[src/hdl/es2d_pkg.sv]
// package for the epoch seconds to date unit
// holds widths, calendar constants, month table, fsm state, control structs and a month length function
// no dependencies
package es2d_pkg;

  localparam int unsigned EpochW = 32;
  localparam int unsigned YearW  = 12;
  localparam int unsigned MonthW = 4;
  localparam int unsigned DayW   = 5;
  localparam int unsigned DoyW   = 9;   // day of year, below 366
  localparam int unsigned C100W  = 7;
  localparam int unsigned C400W  = 9;

  // day-of-year divide: 86400 = 675 << 7, so shift first, then multiply by
  // the reciprocal of 675; exact for every remainder below one leap year
  localparam int unsigned DayShift      = 7;
  localparam int unsigned DivInW        = 18;  // year remainder >> 7 fits 18 bits
  localparam int unsigned DayRecipW     = 19;
  localparam int unsigned DayRecipShift = 28;
  localparam int unsigned DivProdW      = DivInW + DayRecipW;
  localparam logic [DayRecipW-1:0] DayRecip = DayRecipW'(397683);  // ceil(2^28 / 675)

  localparam int unsigned SecsPerDayI  = 86400;
  localparam int unsigned FirstYearI   = 1970;

  localparam logic [EpochW-1:0] SecsPerCommonYear = EpochW'(31536000);
  localparam logic [EpochW-1:0] SecsPerLeapYear   = EpochW'(31536000 + SecsPerDayI);

  localparam logic [YearW-1:0]  FirstYear   = YearW'(FirstYearI);
  localparam logic [C100W-1:0]  FirstC100   = C100W'(FirstYearI % 100);
  localparam logic [C400W-1:0]  FirstC400   = C400W'(FirstYearI % 400);
  localparam logic [C100W-1:0]  C100Last    = C100W'(99);
  localparam logic [C400W-1:0]  C400Last    = C400W'(399);

  localparam logic [MonthW-1:0] MonthJan = MonthW'(0);
  localparam logic [MonthW-1:0] MonthFeb = MonthW'(1);
  localparam logic [MonthW-1:0] MonthDec = MonthW'(11);

  localparam logic [DayW-1:0] MonthDays [12] = '{
    DayW'(31), DayW'(28), DayW'(31), DayW'(30), DayW'(31), DayW'(30),
    DayW'(31), DayW'(31), DayW'(30), DayW'(31), DayW'(30), DayW'(31)
  };
  localparam logic [DayW-1:0] FebLeapDays = DayW'(29);

  typedef enum logic [2:0] {
    ST_IDLE,
    ST_YEAR,
    ST_DIV,
    ST_MONTH,
    ST_DONE
  } state_e;

  typedef struct packed {
    logic ld;        // capture input, restart walk
    logic yr_step;   // subtract one year when it fits
    logic div_step;  // day of year by reciprocal multiply
    logic mon_step;  // subtract one month when not done
    logic out_ld;    // load result register
  } dp_cmd_t;

  typedef struct packed {
    logic yr_done;
    logic mon_done;
  } dp_sts_t;

  function automatic logic [DayW-1:0] month_len(input logic [MonthW-1:0] m,
                                                input logic leap);
    logic [DayW-1:0] len;
    if (m == MonthFeb && leap) begin
      len = FebLeapDays;
    end else if (m > MonthDec) begin
      len = MonthDays[MonthDec];
    end else begin
      len = MonthDays[m];
    end
    return len;
  endfunction

endpackage

[src/hdl/es2d_in_if.sv]
// input channel interface: valid/ready plus the epoch seconds payload
// depends on es2d_pkg
interface es2d_in_if import es2d_pkg::*; ();
  logic              valid;
  logic              ready;
  logic [EpochW-1:0] epoch_seconds;

  modport source (output valid, output epoch_seconds, input ready);
  modport sink   (input valid, input epoch_seconds, output ready);
endinterface

[src/hdl/es2d_out_if.sv]
// output channel interface: valid/ready plus the calendar date payload
// depends on es2d_pkg
interface es2d_out_if import es2d_pkg::*; ();
  logic              valid;
  logic              ready;
  logic [YearW-1:0]  year;
  logic [MonthW-1:0] month;
  logic [DayW-1:0]   day_of_month;

  modport source (output valid, output year, output month, output day_of_month,
                  input ready);
  modport sink   (input valid, input year, input month, input day_of_month,
                  output ready);
endinterface

[src/hdl/es2d_ctrl.sv]
// controller fsm: sequences year walk, day divide and month walk
// depends on es2d_pkg
module es2d_ctrl import es2d_pkg::*; (
  input  logic    clk_i,
  input  logic    rst_ni,
  input  logic    in_valid_i,
  output logic    in_ready_o,
  input  logic    out_ready_i,
  output logic    out_valid_o,
  output dp_cmd_t cmd_o,
  input  dp_sts_t sts_i
);

  state_e state_q, state_d;
  logic   out_valid_q, out_valid_d;

  always_ff @(posedge clk_i or negedge rst_ni) begin
    if (!rst_ni) begin
      state_q     <= ST_IDLE;
      out_valid_q <= 1'b0;
    end else begin
      state_q     <= state_d;
      out_valid_q <= out_valid_d;
    end
  end

  always_comb begin
    state_d    = state_q;
    cmd_o      = '0;
    in_ready_o = 1'b0;
    case (state_q)
      ST_IDLE: begin
        in_ready_o = 1'b1;
        if (in_valid_i) begin
          cmd_o.ld = 1'b1;
          state_d  = ST_YEAR;
        end
      end
      ST_YEAR: begin
        cmd_o.yr_step = 1'b1;
        if (sts_i.yr_done) begin
          state_d = ST_DIV;
        end
      end
      ST_DIV: begin
        cmd_o.div_step = 1'b1;
        state_d        = ST_MONTH;
      end
      ST_MONTH: begin
        cmd_o.mon_step = 1'b1;
        if (sts_i.mon_done) begin
          state_d = ST_DONE;
        end
      end
      ST_DONE: begin
        if (!out_valid_q || out_ready_i) begin
          cmd_o.out_ld = 1'b1;
          state_d      = ST_IDLE;
        end
      end
      default: begin
        state_d = ST_IDLE;
      end
    endcase

    if (cmd_o.out_ld) begin
      out_valid_d = 1'b1;
    end else if (out_ready_i) begin
      out_valid_d = 1'b0;
    end else begin
      out_valid_d = out_valid_q;
    end
  end

  assign out_valid_o = out_valid_q;

endmodule

[src/hdl/es2d_dp.sv]
// datapath: remaining seconds, year and leap counters, day divide, month walk,
// result register; depends on es2d_pkg
module es2d_dp import es2d_pkg::*; (
  input  logic              clk_i,
  input  logic [EpochW-1:0] epoch_seconds_i,
  input  dp_cmd_t           cmd_i,
  output dp_sts_t           sts_o,
  output logic [YearW-1:0]  year_o,
  output logic [MonthW-1:0] month_o,
  output logic [DayW-1:0]   day_of_month_o
);

  logic [EpochW-1:0]  rem_q;
  logic [YearW-1:0]   year_q;
  logic [C100W-1:0]   c100_q;
  logic [C400W-1:0]   c400_q;
  logic [DoyW-1:0]    doy_q;
  logic [MonthW-1:0]  mon_q;

  logic                leap;
  logic [EpochW-1:0]   yr_len;
  logic                yr_fits;
  logic [DivProdW-1:0] div_prod;
  logic [DayW-1:0]     mlen;
  logic                mon_fits;

  // full gregorian rule via running mod 100 / mod 400 counters
  assign leap    = ((year_q[1:0] == 2'b00) && (c100_q != '0)) || (c400_q == '0);
  assign yr_len  = leap ? SecsPerLeapYear : SecsPerCommonYear;
  assign yr_fits = rem_q >= yr_len;

  // remainder is below one leap year, so bits above the slice are zero
  assign div_prod = DivProdW'(rem_q[DayShift +: DivInW]) * DivProdW'(DayRecip);

  assign mlen     = month_len(mon_q, leap);
  assign mon_fits = doy_q >= DoyW'(mlen);

  assign sts_o.yr_done  = !yr_fits;
  assign sts_o.mon_done = (mon_q == MonthDec) || !mon_fits;

  always_ff @(posedge clk_i) begin
    if (cmd_i.ld) begin
      rem_q  <= epoch_seconds_i;
      year_q <= FirstYear;
      c100_q <= FirstC100;
      c400_q <= FirstC400;
      doy_q  <= '0;
      mon_q  <= MonthJan;
    end else if (cmd_i.yr_step && yr_fits) begin
      rem_q  <= rem_q - yr_len;
      year_q <= year_q + YearW'(1);
      c100_q <= (c100_q == C100Last) ? '0 : c100_q + C100W'(1);
      c400_q <= (c400_q == C400Last) ? '0 : c400_q + C400W'(1);
    end else if (cmd_i.div_step) begin
      doy_q <= div_prod[DayRecipShift +: DoyW];
    end else if (cmd_i.mon_step && !sts_o.mon_done) begin
      doy_q <= doy_q - DoyW'(mlen);
      mon_q <= mon_q + MonthW'(1);
    end
  end

  // result register
  always_ff @(posedge clk_i) begin
    if (cmd_i.out_ld) begin
      year_o         <= year_q;
      month_o        <= mon_q + MonthW'(1);
      day_of_month_o <= doy_q[DayW-1:0] + DayW'(1);
    end
  end

endmodule

[src/hdl/epoch_seconds_to_date_unit.sv]
// top level of the epoch seconds to date converter
// depends on es2d_pkg, es2d_in_if, es2d_out_if, es2d_ctrl, es2d_dp
//
//  channel | dir | handshake     | payload
//  in_i    | in  | valid / ready | epoch_seconds[31:0]
//  out_o   | out | valid / ready | year[11:0], month[3:0], day_of_month[4:0]
//
// a transaction loads the input, walks the years past 1970 (up to 136),
//   divides out the day of year, walks the months, loads the result
// the year-by-year walk is the long pole; one year is tested per cycle
// the day of year comes from a shift and one reciprocal multiply
// async active-low reset returns the fsm to idle and drops out valid
// a finished result sits in the output register; the next input is taken
//   while it waits, and only the final load stalls on a full output
module epoch_seconds_to_date_unit import es2d_pkg::*; (
  input  logic       clk_i,
  input  logic       rst_ni,
  es2d_in_if.sink    in_i,
  es2d_out_if.source out_o
);

  dp_cmd_t cmd;
  dp_sts_t sts;

  // fsm owns the handshakes and issues at most one command per cycle
  es2d_ctrl u_ctrl (
    .clk_i       (clk_i),
    .rst_ni      (rst_ni),
    .in_valid_i  (in_i.valid),
    .in_ready_o  (in_i.ready),
    .out_ready_i (out_o.ready),
    .out_valid_o (out_o.valid),
    .cmd_o       (cmd),
    .sts_i       (sts)
  );

  // datapath holds the working registers and the result register
  es2d_dp u_dp (
    .clk_i           (clk_i),
    .epoch_seconds_i (in_i.epoch_seconds),
    .cmd_i           (cmd),
    .sts_o           (sts),
    .year_o          (out_o.year),
    .month_o         (out_o.month),
    .day_of_month_o  (out_o.day_of_month)
  );

endmodule

[src/flat_wrapper.sv]
// flat-port wrapper written by rule: the top's interface ports become plain ports
module epoch_seconds_to_date_unit_flat import es2d_pkg::*;
  (clk_i, rst_ni, in_i_valid, in_i_epoch_seconds, in_i_ready, out_o_valid, out_o_year, out_o_month, out_o_day_of_month, out_o_ready);
  es2d_in_if in_i_i ();
  es2d_out_if out_o_i ();
  input  logic clk_i;
  input  logic rst_ni;
  input wire logic [$bits(in_i_i.valid)-1:0] in_i_valid;
  input wire logic [$bits(in_i_i.epoch_seconds)-1:0] in_i_epoch_seconds;
  output wire logic [$bits(in_i_i.ready)-1:0] in_i_ready;
  output wire logic [$bits(out_o_i.valid)-1:0] out_o_valid;
  output wire logic [$bits(out_o_i.year)-1:0] out_o_year;
  output wire logic [$bits(out_o_i.month)-1:0] out_o_month;
  output wire logic [$bits(out_o_i.day_of_month)-1:0] out_o_day_of_month;
  input wire logic [$bits(out_o_i.ready)-1:0] out_o_ready;
  assign in_i_i.valid = in_i_valid;
  assign in_i_i.epoch_seconds = in_i_epoch_seconds;
  assign in_i_ready = in_i_i.ready;
  assign out_o_valid = out_o_i.valid;
  assign out_o_year = out_o_i.year;
  assign out_o_month = out_o_i.month;
  assign out_o_day_of_month = out_o_i.day_of_month;
  assign out_o_i.ready = out_o_ready;
  epoch_seconds_to_date_unit u_core (.clk_i(clk_i), .rst_ni(rst_ni), .in_i(in_i_i), .out_o(out_o_i));
endmodule
[config.mk]
export PLATFORM = sky130hd
export DESIGN_NAME = epoch_seconds_to_date_unit_flat
export DESIGN_NICKNAME = d
export VERILOG_FILES = /design/src/hdl/es2d_pkg.sv /design/src/hdl/es2d_in_if.sv /design/src/hdl/es2d_out_if.sv /design/src/hdl/es2d_ctrl.sv /design/src/hdl/es2d_dp.sv /design/src/hdl/epoch_seconds_to_date_unit.sv /design/src/flat_wrapper.sv
export SDC_FILE = /design/constraint.sdc
export NUM_CORES = 1
export LEC_CHECK = 0
export BUFFER_PORTS_ARGS = -buffer_cell sky130_fd_sc_hd__buf_2
export CORE_ASPECT_RATIO = 0.8
export CORE_MARGIN = 2
export CORE_UTILIZATION = 40
export DETAILED_ROUTE_END_ITERATION = 7
export HOLD_SLACK_MARGIN = 0.12
export PLACE_DENSITY = 0.6
export SLEW_MARGIN = 20
export SYNTH_ARGS = -nofsm -noshare
export SYNTH_HDL_FRONTEND = slang
export SYNTH_SLANG_ARGS = --single-unit
[constraint.sdc]
create_clock -name clk_i -period 7.09 [get_ports clk_i]
set_clock_uncertainty 0.05 [all_clocks]
set_input_delay 0 -clock clk_i [delete_from_list [all_inputs] [get_ports clk_i]]
set_output_delay 0 -clock clk_i [all_outputs]
set_load 0.02 [all_outputs]
Yosys cells after proc, flatten, opt, wreduce, memory -nomap -nowiden:

Memories as Yosys holds them, arrays and structs flattened.
Index checks and enable logic that the tools add are counted.

* register bits: 98
* bits in latches: 0
* bits in writable memories: 0
* ROM bits: 80
* bits of input ports: 36
* output and inout bits: 23
* logic and storage cells: 85
* memories kept: 1

* add/subtract/negate cells: 7
* $mul: 1
* divide/modulo/power cells: 0
* magnitude comparators: 4
* equal/unequal tests: 12
* shift operators: 0
* multiplexer cells: 26
* bitwise gates (word level): 3
* reductions and logical operators: 20

Memory list
* (no name shown): depth 16, width 5, read ports 1, clocked after memory_dff 0, write ports 0, line es2d_pkg.sv:74 `len = MonthDays[m];`

Operator list (count)
* $mux 32: 2
* $mul 18x19->37 const B: 1
* $ge 32x25->1: 1
* $sub 32x25->32: 1
* $mux 9: 3
* $mux 5: 4
* $mux 18: 1
* $pmux 3 s5: 1
* $add 12x1->12 const B: 1
* $mux 3: 4
* $mux 1: 10
* $add 9x1->9 const B: 1
* $eq 9x9->1 const B: 1
* $ge 9x5->1: 1
* $logic_not 9->1: 1
* $sub 9x5->9: 1
* $ne 2x2->1 const B: 4
* $add 7x1->7 const B: 1
* $eq 7x7->1 const B: 1
* $mux 7: 1
* $reduce_bool 7->1: 1
* $eq 3x2->1 const B: 2
* $reduce_bool 2->1: 3
* $add 5x1->5 const B: 1
* other kinds (17): 25

Longest topological paths before layout:

* word-level depth: 13
* mapped depth: 20

By module:

Synthesis repeated with hierarchy kept, for this count alone.

* cell total of the unflattened synthesis: 1047
* area, all modules: 10356.2 um^2

Modules (own cells, without submodules)
* es2d_dp: instances 1, cells an instance 1020, area each 10117.2 um^2, sequential area each 2412.3 um^2
* es2d_ctrl: instances 1, cells an instance 27, area each 239.0 um^2, sequential area each 100.1 um^2

Worst setup path before layout:

OpenSTA, ideal clock, no wires.

* kind: register to register
* start: reg u_core.u_dp.rem_q[19]
* end: reg u_core.u_dp.doy_q[7]
* library setup time: 0.062 ns
* arrival time: 5.560 ns
* path slack: 1.418 ns
* stages on the path, launching flop included: 18
* path buffers: 0
* period minus slack after synthesis: 5.672 ns
* path through: edfxtp_1 > fa_1 > ha_1 > or2_2 > fa_1 > fa_1 > inv_1 > fa_1 > fa_1 > inv_1 > ha_1 > inv_1 > nor4_1 > o211ai_1 > a311oi_1 > o21ai_0 > or4_1 > nand3_1

* cells in the longest elaborated chain, start to end: 4

Ends and longest elaborated chain
* from (decl): line es2d_dp.sv:13 `logic [EpochW-1:0] rem_q;`
* from (signal assigned): line es2d_dp.sv:43 `rem_q <= epoch_seconds_i;`
* from (signal assigned): line es2d_dp.sv:50 `rem_q <= rem_q - yr_len;`
* branches (longest 4 deep; another with $mul 18x19->37)
* to (signal assigned): line es2d_dp.sv:55 `doy_q <= div_prod[DayRecipShift +: DoyW];`
* to (signal assigned): line es2d_dp.sv:57 `doy_q <= doy_q - DoyW'(mlen);`
* to (decl): line es2d_dp.sv:17 `logic [DoyW-1:0] doy_q;`

Several ways; the timed one is not identified.
A chain may end at the register's enable or synchronous reset.

Worst setup path after layout:

Same ends and word-level chain as after synthesis.

==> impl_metrics.json <==
{
  "status": "complete, no violations",
  "max_clock_freq_ghz": 0.157,
  "grt_pass1_vias": 7507,
  "rsz0062_at_grt": "no",
  "nets": 1483,
  "initial_core_util_pct": 40.8,
  "setup_viol": 0,
  "synth_nets": 1384,
  "grt_overflow": 0,
  "die-area_um2": 27100,
  "cts.path.max_buffers": 2,
  "track_usage_pct": 18.9,
  "clkLatencyLatePin_ns": 0.36,
  "io_buffers": 58,
  "drv_cap": 0,
  "final_cell_mix": "inv_1, ha_1, fa_1, nand2_1, buf_2",
  "cts_tree": "built",
  "pin_count": 59,
  "wl_mm": 24.6,
  "final_cells": 1499,
  "areaGrowthSynthToFinish_pct": 13.4,
  "final_util_pct": 46.3,
  "fill_cells": 2411,
  "critical_path.endpoint_type": "flip-flop",
  "die_w_um": 184,
  "ys_top_cells_by_area": "ha_1, fa_1, edfxtp_1",
  "cts_setup_buffers": 0,
  "numCtsBuffers": 9,
  "min_period_over_period_pct": 90.1,
  "die_h_um": 148,
  "finalHoldViolations": 0,
  "synth_flop_cell": "edfxtp_1",
  "holdPathStages": 3,
  "tns_ns": 0,
  "grt_start_max_net_pins": 47,
  "drv_slew": 0,
  "remaining_drc_errors": 0,
  "syn_avg_cell_area_um2": 9.64,
  "drive_above_1_share_pct": 8.09,
  "tightest_slew_ns": 0.681,
  "numClockSinks": 98,
  "wl_per_cell_um": 16.4,
  "cts_root_buf": "clkbuf_16",
  "synthArstFlopShare_pct": 4.08,
  "gp_congestion": 0.863,
  "regArea_um2": 2510,
  "grt_pass1_wl_mm": 40.2,
  "antenna_cells": 0,
  "dp_cells": 1441,
  "clk_pin_slew_worst_paths_ns": 0.08,
  "multi_input_area_um2": 6950,
  "routed_via_density": 5.15,
  "worst-r2r-cell-count": 17,
  "vias": 7724,
  "start_kind": "flip-flop",
  "final_common_cell": "inv_1",
  "syn_area_um2": 10300,
  "coreArea_um2": 25300,
  "rrSetupSlack_ns": 0.70,
  "post_cts_resized": 0,
  "ys_warn_count": 0,
  "whs_ns": 0.350,
  "cp.arrival_ns": 6.64,
  "required_ns": 7.34,
  "row_count": 52,
  "yosys.area.top_type": "ha_1",
  "crit_path_max_fanout": 11,
  "period_needed_ns": 6.39,
  "synth.top_cell.area_share_pct": 22.3,
  "htree_num_levels": 3,
  "synth_cell_types": 68,
  "drt_iter0_drc": 436,
  "yosys_register_bits": 98,
  "relSlewSlack_pct": 54.4,
  "hold_path.class": "in2reg",
  "antenna_found_initial": 0,
  "syn_inst": 1071,
  "synth-edff-count": 53,
  "path_class": "reg2reg",
  "ys_seq_area_share_pct": 24.3,
  "first_pass_iters": 4,
  "dpl.hpwl_mm": 20.2,
  "final_antenna_net_count": 0
}
[synthesized netlist by cell type, drive strengths merged (4+ instances only)]
cell	number
nor2	55
mux2i	6
o21a	5
nor3	19
a21o	8
nand2b	6
dfxtp	41
and3	15
or3	5
and2	7
fa	93
nor4	8
buf	5
clkbuf	12
nand4	10
inv	212
xor2	21
nand4b	4
or4	6
o31ai	4
o311ai	4
nand3	30
a211oi	11
a21oi	44
a31oi	7
nand2	66
ha	184
o211ai	9
dfrtp	4
xnor2	29
edfxtp	53
o21ai	44
[sequential cells by signal, summed over array words and instances, names as in the netlist]
signal / flops
u_core.u_dp.day_of_month_o: 5
u_core.u_dp.mon_q: 4
u_core.u_dp.c400_q: 9
u_core.u_dp.year_q: 12
u_core.u_dp.doy_q: 9
u_core.u_dp.month_o: 4
u_core.u_dp.year_o: 12
u_core.u_ctrl.out_valid_o: 1
u_core.u_dp.rem_q: 32
u_core.u_ctrl.state_q: 3
u_core.u_dp.c100_q: 7
[final timing paths]
| path | end | startpoint |
|---|---|---|
| min in group asynchronous | u_core.u_ctrl.out_valid_o | rst_ni |
| worst max register to register | u_core.u_dp.doy_q[7] | u_core.u_dp.rem_q[19] |
| worst min-delay path | u_core.u_dp.year_q[7] | in_i_valid |
| worst min register to register | u_core.u_dp.year_o[11] | u_core.u_dp.year_q[11] |
| worst max-delay path | u_core.u_dp.doy_q[7] | u_core.u_dp.rem_q[19] |
| max in group asynchronous | u_core.u_ctrl.state_q[1] | rst_ni |
[worst max-delay path, cell delays in order (launching register included)]
cell      delay, ns
edfxtp_1       0.62
fa_1           0.55
ha_1           0.18
or2_2          0.31
fa_1           0.49
fa_1           0.55
inv_1          0.06
fa_1           0.50
fa_1           0.54
inv_1          0.04
ha_1           0.33
inv_1          0.06
nor4_1         0.37
o211ai_1       0.28
a311oi_1       0.59
o21ai_0        0.27
or4_1          0.45
nand3_1        0.09
[per-stage QoR]
step           worst slack [ns]  instance area (um^2)
5_1_grt                   0.286                 11700
3_3_place_gp              0.937                 11000
6_report                  0.700                 11700
3_5_place_dp              0.778                 11000
4_1_cts                   0.738                 11700
2_1_floorplan              1.42                 10300
[what timing repair did]
| item | in CTS | in global routing |
|---|---|---|
| hold buffers | 42 | 0 |
| hold endpoints to repair | 38 | 0 |
| endpoints found under the setup margin | 0 | 0 |
[logic make-up after synthesis]
kind of cell,synth area share [%]
AO/OA/AOI/OAI,9.96
XOR/XNOR,4.24
adder cells (fa/ha/maj),40.3
buffers and inverters,8.46
flip-flops,24.3
multiplexers,0.691
AND/OR/NAND/NOR,12.0
[routing by layer]
| layer | GRT usage (%) | up-vias | share of wire, % |
|---|---|---|---|
| met5 | 0 | - | 0 |
| met4 | 2.08 | 0 | 0.37 |
| met3 | 2.49 | 11 | 4.1 |
| met2 | 27.0 | 140 | 42 |
| met1 | 30.8 | 3746 | 54 |
| li1 | - | 3827 | - |
[cell type report]
type	count	share of cell area, %
multi-input cells	743	59.4
flip-flops and latches	98	21.5
inverters	213	6.83
repair buffers	105	6.39
well taps	324	3.46
clock buffers	9	1.92
clock inverters	7	0.598
Power is not shown: default switching activity piles up to over one toggle a cycle in this logic, so the estimate is an artifact.
